### config.mk
export PLATFORM = sky130hd
export DESIGN_NAME = lpbm_front
export DESIGN_NICKNAME = d
export VERILOG_FILES = /design/src/rtl/core/lpbm_pkg.sv /design/src/rtl/core/lpbm_front.sv
export SDC_FILE = /design/constraint.sdc
export NUM_CORES = 1
export LEC_CHECK = 0
export BUFFER_PORTS_ARGS = -buffer_cell sky130_fd_sc_hd__buf_2
export CORE_MARGIN = 10
export CORE_UTILIZATION = 48
export DETAILED_ROUTE_END_ITERATION = 12
export PLACE_DENSITY = 0.74
export SYNTH_ARGS = -nofsm -noshare
export SYNTH_HDL_FRONTEND = slang
export SYNTH_SLANG_ARGS = --single-unit
### constraint.sdc
create_clock -name clk -period 3 [get_ports clk]
set_clock_uncertainty 0.15 [all_clocks]
set_input_delay 0.45 -clock clk [delete_from_list [all_inputs] [get_ports clk]]
set_output_delay 0.45 -clock clk [all_outputs]
set_load 0.005 [all_outputs]
### src/rtl/core/lpbm_pkg.sv
// Shared types and constants for the LRU page buffer manager.
`default_nettype none

package lpbm_pkg;

    localparam int MODE_W  = 3;
    localparam int PID_W   = 10;
    localparam int FR_W    = 6;
    localparam int SLOT_W  = 10;
    localparam int STAT_W  = 3;
    localparam int LIM_W   = 7;
    localparam int PDATA_W = 32;
    localparam int PADDR_W = 2;

    localparam logic [LIM_W-1:0]   LIMIT_RESET = 7'd64;
    localparam logic [PADDR_W-1:0] ADDR_LIMIT  = 2'd0;

    localparam logic [MODE_W-1:0] MODE_NEW     = 3'd0;
    localparam logic [MODE_W-1:0] MODE_GET     = 3'd1;
    localparam logic [MODE_W-1:0] MODE_RELEASE = 3'd2;
    localparam logic [MODE_W-1:0] MODE_DIRTY   = 3'd3;
    localparam logic [MODE_W-1:0] MODE_RECYCLE = 3'd4;

    localparam logic [STAT_W-1:0] STAT_OK        = 3'd0;
    localparam logic [STAT_W-1:0] STAT_NO_FRAME  = 3'd1;
    localparam logic [STAT_W-1:0] STAT_UNKNOWN   = 3'd2;
    localparam logic [STAT_W-1:0] STAT_EXHAUSTED = 3'd3;
    localparam logic [STAT_W-1:0] STAT_NOT_RES   = 3'd4;

    typedef enum logic [2:0] {
        OP_NEW,
        OP_GET,
        OP_RELEASE,
        OP_DIRTY,
        OP_RECYCLE,
        OP_NOP
    } op_t;

    typedef struct packed {
        op_t              op;
        logic [PID_W-1:0] page_id;
        logic             dirty_value;
    } req_t;

endpackage

`default_nettype wire

### src/rtl/core/lpbm_front.sv
// Front end: accepts request words, decodes the mode and queues them.
`default_nettype none

module lpbm_front
    import lpbm_pkg::*;
(
    input  wire logic              clk,
    input  wire logic              rst_n,
    input  wire logic              start,
    input  wire logic [MODE_W-1:0] mode,
    input  wire logic [PID_W-1:0]  page_id,
    input  wire logic              dirty_value,
    input  wire logic              clearing,
    input  wire logic              q_pop,
    output logic                   busy,
    output logic                   q_valid,
    output req_t                   q_req
);

    req_t       e0_reg, e0_next, e1_reg, e1_next, new_req;
    logic [1:0] cnt_reg, cnt_next;
    logic       push;

    always_comb
    begin
        new_req.page_id     = page_id;
        new_req.dirty_value = dirty_value;
        unique case (mode)
            MODE_NEW:     new_req.op = OP_NEW;
            MODE_GET:     new_req.op = OP_GET;
            MODE_RELEASE: new_req.op = OP_RELEASE;
            MODE_DIRTY:   new_req.op = OP_DIRTY;
            MODE_RECYCLE: new_req.op = OP_RECYCLE;
            default:      new_req.op = OP_NOP;
        endcase
    end

    assign busy    = (cnt_reg == 2'd2) || clearing;
    assign push    = start && !busy;
    assign q_valid = (cnt_reg != 2'd0);
    assign q_req   = e0_reg;

    always_comb
    begin
        logic [1:0] c;
        e0_next = e0_reg;
        e1_next = e1_reg;
        c       = cnt_reg;
        if (q_pop && q_valid)
        begin
            e0_next = e1_reg;
            c       = cnt_reg - 2'd1;
        end
        if (push)
        begin
            if (c == 2'd0)
            begin
                e0_next = new_req;
            end
            else
            begin
                e1_next = new_req;
            end
        end
        cnt_next = c + {1'b0, push};
    end

    always_ff @(posedge clk or negedge rst_n)
    begin
        if (!rst_n)
        begin
            cnt_reg <= 2'd0;
        end
        else
        begin
            cnt_reg <= cnt_next;
        end
    end

    always_ff @(posedge clk)
    begin
        e0_reg <= e0_next;
        e1_reg <= e1_next;
    end

endmodule

`default_nettype wire

==> results.rst, run 1 <==
.. list-table::
   :header-rows: 1

   * - Metric
     - Value
   * - Synthesized net count
     - 104
   * - Number of remaining DRC errors
     - 0
   * - Number of buffers added by the clock tree synthesis step
     - 5
   * - Measured slew at the worst slew-check pin
     - 261.0 ps
   * - Sequential share of the synthesized area
     - 0.5639
   * - Crit Path Class
     - reg2reg
   * - Cells resized by post-CTS repair
     - 0
   * - Logic depth of the worst register-to-register path
     - 6
   * - Die extent in y
     - 72.67 microns
   * - DPL Wire Length
     - 1735 microns
   * - Number of setup buffers added after CTS
     - 0
   * - Ant diodes
     - 0
   * - Period utilisation layout
     - 0.7148
   * - 1st-pass router iterations
     - 4
   * - Final hold viol count
     - 0
   * - Number of slew-limit violations in the final report
     - 0
   * - PortBufs
     - 34
   * - Bufs on Longest Clock Path
     - 2
   * - Syn avg cell area
     - 16.24 sq um
   * - Termination of the worst setup path
     - q_req[13]
   * - Post-synthesis instance area
     - 0.001331 sq mm
   * - Buffer and inverter count on the worst path
     - 1
   * - Root buffer selected by CTS
     - sky130_fd_sc_hd__clkbuf_4
   * - Die span in x
     - 72.67 microns
   * - Relative slew slack
     - 0.8258
   * - Destination of the worst register-to-register timing path
     - q_req[13]
   * - Post-route worst setup slack
     - 855.7 ps
   * - Slack of the worst reg-to-reg path
     - 860 ps
   * - Placer's final routability congestion estimate
     - 0.7136
   * - Area used by multi-input combinational logic
     - 511.7 sq um
   * - First-pass GRT wire length
     - 3870 microns
   * - Number of placement rows
     - 19
   * - Tightest Hold Check Type
     - in2reg
   * - Number of enable flip-flop cells after synthesis
     - 14
   * - Per-cell routed wire length
     - 15.53 microns
   * - Reg2reg start
     - cnt_reg[0]
   * - Gr ovfl total
     - 0
   * - Startpoint type of the worst setup path
     - flop
   * - Post-synth top flop
     - sky130_fd_sc_hd__edfxtp_1
   * - First DRT Iteration DRCs
     - 26
   * - Synth async-reset ratio
     - 0.06667
   * - Post-detailed-route via-to-cell ratio
     - 4.922
   * - CP Data Arrival Time
     - 2210 ps
   * - Starting density of the core
     - 0.4912
   * - Setup slack after placement
     - 852.8 ps
   * - Register cell area after layout
     - 750.7 sq um
   * - Family with the most delay on the worst path
     - simple AND/OR/NAND/NOR gates
   * - Total via count in the routed design
     - 753
   * - Count of max-cap constraint violations
     - 0
   * - Crit path depth
     - 6
   * - Number of primary I/O pins
     - 35
   * - CP Capture Type
     - flop
   * - Setup violators final
     - 0
   * - Lkg Pwr
     - 0.7224 nW
   * - Max VDD drop
     - 575.6 uV
   * - Most instantiated cells after synthesis
     - sky130_fd_sc_hd__dfxtp_1 (14), sky130_fd_sc_hd__edfxtp_1 (14), sky130_fd_sc_hd__mux2_2 (11), sky130_fd_sc_hd__mux2_4 (10), sky130_fd_sc_hd__mux2_1 (7)
   * - Final TNS setup
     - 0 ps
   * - Proportion of layout cells with a drive suffix above 1
     - 0.5738
   * - Maximum number of pins on one net before global-route repair
     - 19
   * - Fraction of post-synthesis cell area in the top cell type by area
     - 0.3158
   * - CTS tree
     - yes
   * - Synth unique cells
     - 23
   * - Total global-route track usage
     - 0.09598
   * - Skew-Pair Late Insertion Delay
     - 320 ps
   * - Maximum fanout along the worst path
     - 18
   * - Final nets
     - 143
   * - Highest Clock Rate
     - 0.4664 GHz
   * - Count of fill cells added during filler insertion
     - 240
   * - Power per standard cell area
     - 978.1 mW/mm^2
   * - CTS clk-pin slew, worst paths
     - 90 ps
   * - Minimum clock period
     - 2144 ps
   * - Antenna violations before repair
     - 0
   * - Flops & latches, synth
     - 30
   * - Final routed wirelength across all metal layers
     - 2376 microns
   * - Setup repair after global routing missed its margin
     - no
   * - Delay contributed by the slowest stage of the critical path
     - 390 ps
   * - Cells along the critical path
     - inv_1 -> ha_1 -> nand2b_4 -> a31o_4 -> nand2_4 -> mux2_2
   * - Largest cells by area after synthesis
     - sky130_fd_sc_hd__edfxtp_1 (32%), sky130_fd_sc_hd__dfxtp_1 (21%), sky130_fd_sc_hd__mux2_4 (11%), sky130_fd_sc_hd__mux2_2 (9.3%), sky130_fd_sc_hd__mux2_1 (5.9%)
   * - Core area
     - 0.002710 sq mm
   * - Vias in the first global route
     - 869
   * - Mapped Cells
     - 82
   * - Number of sinks handled by clock tree synthesis
     - 30
   * - Data required time of the worst path
     - 3070 ps
   * - H-Tree Depth
     - 2
   * - Crit path from
     - cnt_reg[0]
   * - Library cell occupying the most area in the post-synthesis netlist
     - sky130_fd_sc_hd__edfxtp_1
   * - Cell type of the slowest stage on the worst timing path
     - sky130_fd_sc_hd__dfrtp_1
   * - Antenna viol nets, final
     - 0
   * - Area added between synthesis and finish
     - 18.89%
   * - Status
     - finished, final reports clean
   * - Synthesis warning total
     - 0
   * - Die ar.
     - 0.005280 sq mm
[stage by stage]
stage	instances	utilization	total power, W	instance area, sq um	hold WS (ps)
after detailed placement	144	0.5512	0.001278	1494	92.44
after floorplan	82	-	0.001109	1331	4.409
after CTS	153	0.5840	0.001577	1583	137.8
after global routing	153	0.5840	0.001656	1583	140.4
after global placement	144	0.5512	0.001248	1494	92.19
final	153	0.5840	0.001548	1583	158.6
[how the worst min path moves through the flow]
stage / from / endpoint / slack (ps) / cells after the start
floorplan: rst_n / cnt_reg[0] / 4 / 0
global placement: rst_n / cnt_reg[1] / 90 / 1
detailed placement: rst_n / cnt_reg[1] / 90 / 1
CTS: page_id[8] / e1_reg[9] / 140 / 1
global route: page_id[1] / e1_reg[2] / 140 / 1
finish: page_id[8] / e1_reg[9] / 160 / 1
[cells in the final DEF (no fill, tap or decap), types with 2 or more instances in the layout]
cell / count
sky130_fd_sc_hd__dfxtp_1: 14
sky130_fd_sc_hd__mux2_2: 11
sky130_fd_sc_hd__buf_2: 34
sky130_fd_sc_hd__inv_1: 4
sky130_fd_sc_hd__xnor2_1: 2
sky130_fd_sc_hd__clkbuf_4: 5
sky130_fd_sc_hd__dfrtp_1: 2
sky130_fd_sc_hd__mux2_1: 7
sky130_fd_sc_hd__clkbuf_8: 3
sky130_fd_sc_hd__ha_1: 3
sky130_fd_sc_hd__edfxtp_1: 14
sky130_fd_sc_hd__mux2_4: 10
[timing repair]
action                                 in CTS  in global routing
endpoints found under the hold margin       2                  0
hold buffers                                1                  0
setup endpoints to repair                   0                  0
[area by class of cell]
cell class / instances / area share
flip-flops and latches: 30 / 0.4743
multi-input cells: 44 / 0.3233
inverters: 4 / 0.009486
repair buffers: 36 / 0.1186
clock buffers: 8 / 0.04980
well taps: 31 / 0.02451
[kinds of logic (layout without fill, tap and decap cells)]
family	count (synthesis)	after routing	share of synthesized area
buf+inv	8	48	0.05544
simple gates	8	8	0.05169
mux	28	28	0.2650
compound gates	3	3	0.02256
fa+ha+maj	3	3	0.02820
flops	30	30	0.5639
xor+xnor	2	2	0.01316
[power breakdown]
group	switching [W]	internal, W	total [W]
sequential	0.0000661	0.000583	0.000650
clock	0.000132	0.000160	0.000292
combinational	0.000242	0.000365	0.000607
[routing by layer]
metal,up-vias,global-route usage,wire length [microns]
met3,8,0.03537,138
li1,366,-,-
met2,22,0.1522,1183
met5,-,0,0
met1,357,0.1002,971
met4,0,0.07595,84
(Power assumes the default switching activity.)
==> inputs of run 2 (changes only) <==
==> constraint.sdc (replaced) <==
create_clock -name clk -period 2.2 [get_ports clk]
set_clock_uncertainty 0.15 [all_clocks]
set_input_delay 0.33 -clock clk [delete_from_list [all_inputs] [get_ports clk]]
set_output_delay 0.33 -clock clk [all_outputs]
set_load 0.005 [all_outputs]
==> run 2 against run 1 <==
  * Sequential share of layout area rose by 0.11 points
  * Wire length decreased by 1.3%
  * Hold slack worse by 110 ps
  * Combinational power up 42%
  * Via count up 0.93%
  * Final cell count is 0.65% higher
  * Sequential power grew 34%
  * First-iteration DRC count decreased by 54%
  * Utilization fell by 0.14 points
  * Count of clock-buffer cells in the layout unchanged
  * Critical path type unchanged
  * Largest cell class unchanged
  * Largest power group unchanged
==> results.rst, run 2 (synthesis results as in run 1) <==
.. list-table::
   :header-rows: 1

   * - Metric
     - Value
   * - Status
     - finished, final reports clean
   * - CTS clk-pin slew, worst paths
     - 90 ps
   * - Final TNS setup
     - 0 ps
   * - Startpoint type of the worst setup path
     - flop
   * - H-Tree Depth
     - 2
   * - Setup violators final
     - 0
   * - Starting density of the core
     - 0.4912
   * - Number of setup buffers added after CTS
     - 0
   * - Number of slew-limit violations in the final report
     - 0
   * - Cell type of the slowest stage on the worst timing path
     - sky130_fd_sc_hd__dfrtp_1
   * - First DRT Iteration DRCs
     - 12
   * - Placed Cells incl. Taps
     - 145
   * - Worst Hold End
     - e1_reg[9]
   * - Die span in x
     - 72.67 microns
   * - Power Total
     - 0.002032 W
   * - CTS tree
     - yes
   * - Maximum fanout along the worst path
     - 14
   * - Post-detailed-route via-to-cell ratio
     - 4.935
   * - Tightest Hold Check Type
     - in2reg
   * - Slack of the worst reg-to-reg path
     - 80 ps
   * - Measured slew at the worst slew-check pin
     - 268.2 ps
   * - Final nets
     - 144
   * - Final instance count without filler cells
     - 154
   * - Placer's final routability congestion estimate
     - 0.6499
   * - Total global-route track usage
     - 0.09431
   * - Die extent in y
     - 72.67 microns
   * - Family with the most delay on the worst path
     - simple AND/OR/NAND/NOR gates
   * - Number of placement rows
     - 19
   * - Reg2reg start
     - cnt_reg[0]
   * - Lkg Pwr
     - 0.7147 nW
   * - CP Data Arrival Time
     - 2170 ps
   * - Number of buffers added by the clock tree synthesis step
     - 5
   * - Period utilisation layout
     - 0.9624
   * - Hold Path Depth
     - 1
   * - 1st-pass router iterations
     - 3
   * - Buffer and inverter count on the worst path
     - 1
   * - Cells along the critical path
     - inv_1 -> ha_1 -> and4b_2 -> a31o_4 -> nand2_4 -> mux2_2
   * - Gr ovfl total
     - 0
   * - Vias in the first global route
     - 790
   * - Per-cell routed wire length
     - 15.22 microns
   * - Crit Path Class
     - reg2reg
   * - Total via count in the routed design
     - 760
   * - Bufs on Longest Clock Path
     - 2
   * - Highest-count cells in the layout ignoring fill and taps
     - sky130_fd_sc_hd__buf_2 (34), sky130_fd_sc_hd__edfxtp_1 (14), sky130_fd_sc_hd__dfxtp_1 (14)
   * - Minimum clock period
     - 2117 ps
   * - Power per standard cell area
     - 1287 mW/mm^2
   * - Utilization of the core after routing
     - 0.5826
   * - Logic depth of the worst register-to-register path
     - 6
   * - PortBufs
     - 34
   * - Highest Clock Rate
     - 0.4723 GHz
   * - Maximum number of pins on one net before global-route repair
     - 15
   * - DPL Wire Length
     - 1805 microns
   * - Number of remaining DRC errors
     - 0
   * - Skew-Pair Late Insertion Delay
     - 320 ps
   * - Antenna viol nets, final
     - 0
   * - Area added between synthesis and finish
     - 18.61%
   * - CP Capture Type
     - flop
   * - First-pass GRT wire length
     - 3829 microns
   * - Setup repair after global routing missed its margin
     - no
   * - Count of max-cap constraint violations
     - 0
   * - Data required time of the worst path
     - 2250 ps
   * - Most frequent standard cell in the layout excluding fill and tap cells
     - sky130_fd_sc_hd__buf_2
   * - Relative slew slack
     - 0.8211
   * - Final routed wirelength across all metal layers
     - 2344 microns
   * - Number of sinks handled by clock tree synthesis
     - 30
   * - Die ar.
     - 0.005280 sq mm
   * - Delay contributed by the slowest stage of the critical path
     - 380 ps
   * - Proportion of layout cells with a drive suffix above 1
     - 0.5528
   * - Number of primary I/O pins
     - 35
   * - Root buffer selected by CTS
     - sky130_fd_sc_hd__clkbuf_4
   * - Final hold viol count
     - 0
   * - Hold Path Origin
     - page_id[8]
   * - Core area
     - 0.002710 sq mm
   * - Destination of the worst register-to-register timing path
     - q_req[13]
   * - Ant diodes
     - 0
   * - Max VDD drop
     - 719.8 uV
   * - Cells resized by post-CTS repair
     - 0
   * - Antenna violations before repair
     - 0
run 2: changes by cell type in the layout (fill, tap and decap cells not counted):
| cell | change |
|---|---|
| sky130_fd_sc_hd__buf_12 | +1 |
| sky130_fd_sc_hd__clkbuf_1 | +3 |
| sky130_fd_sc_hd__clkbuf_8 | -3 |
| sky130_fd_sc_hd__nor3_2 | -1 |
| sky130_fd_sc_hd__nor3_4 | +1 |
run 2: layer usage:
metal | part of all wire | routed length (microns) | vias up | GRT usage
met5 | 0 | 0 | - | 0
met2 | 0.51 | 1197 | 21 | 0.1522
met1 | 0.39 | 913 | 359 | 0.09774
li1 | - | - | 373 | -
met3 | 0.070 | 163 | 7 | 0.03946
met4 | 0.029 | 68 | 0 | 0.06329
run 2: worst max-delay path by stage:
stage,start,depth (start not counted),to,slack (ps)
2_1_floorplan,cnt_reg[0],5,e1_reg[0],100
3_3_place_gp,cnt_reg[0],6,q_req[13],140
3_5_place_dp,cnt_reg[0],6,q_req[13],90
4_1_cts,cnt_reg[0],6,q_req[13],70
5_1_grt,cnt_reg[0],6,q_req[13],10
6_report,cnt_reg[0],6,q_req[13],80
run 2: repair_timing:
item | 4_1_cts | 5_1_grt
endpoints found under the setup margin | 0 | 0
hold buffers | 1 | 0
hold endpoints to repair | 2 | 0
run 2: area by class of cell:
class | instances | area (sq um)
fillers | 245 | 1131
flip-flops and latches | 30 | 750.7
multi-input cells | 44 | 518.0
repair buffers | 37 | 207.7
clock buffers | 8 | 48.80
well taps | 31 | 38.79
inverters | 4 | 15.01
run 2: report_power, final:
part	total, W	leakage, nW	internal [W]	switching, W
Clock	0.000298	0.0265	0.000127	0.000171
Combinational	0.000859	0.417	0.000519	0.000340
Sequential	0.000874	0.271	0.000795	0.0000792
run 2: worst register-to-register path: cells and delay by family, from the launching register on:
family          cells  cell delay (ps)
compound gates      1              230
fa+ha+maj           1              310
buf+inv             1               90
flops               1              380
mux                 1              370
simple gates        2              470
run 2: metrics by stage:
step	hold slack [ps]	cell area [sq um]	setup slack, ps
6_report	44.26	1579	82.79
5_1_grt	24.22	1579	14.74
4_1_cts	29.76	1579	66.19
3_5_place_dp	-22.80	1520	89.52
3_3_place_gp	-28.03	1520	142.4
2_1_floorplan	-115.6	1343	97.52
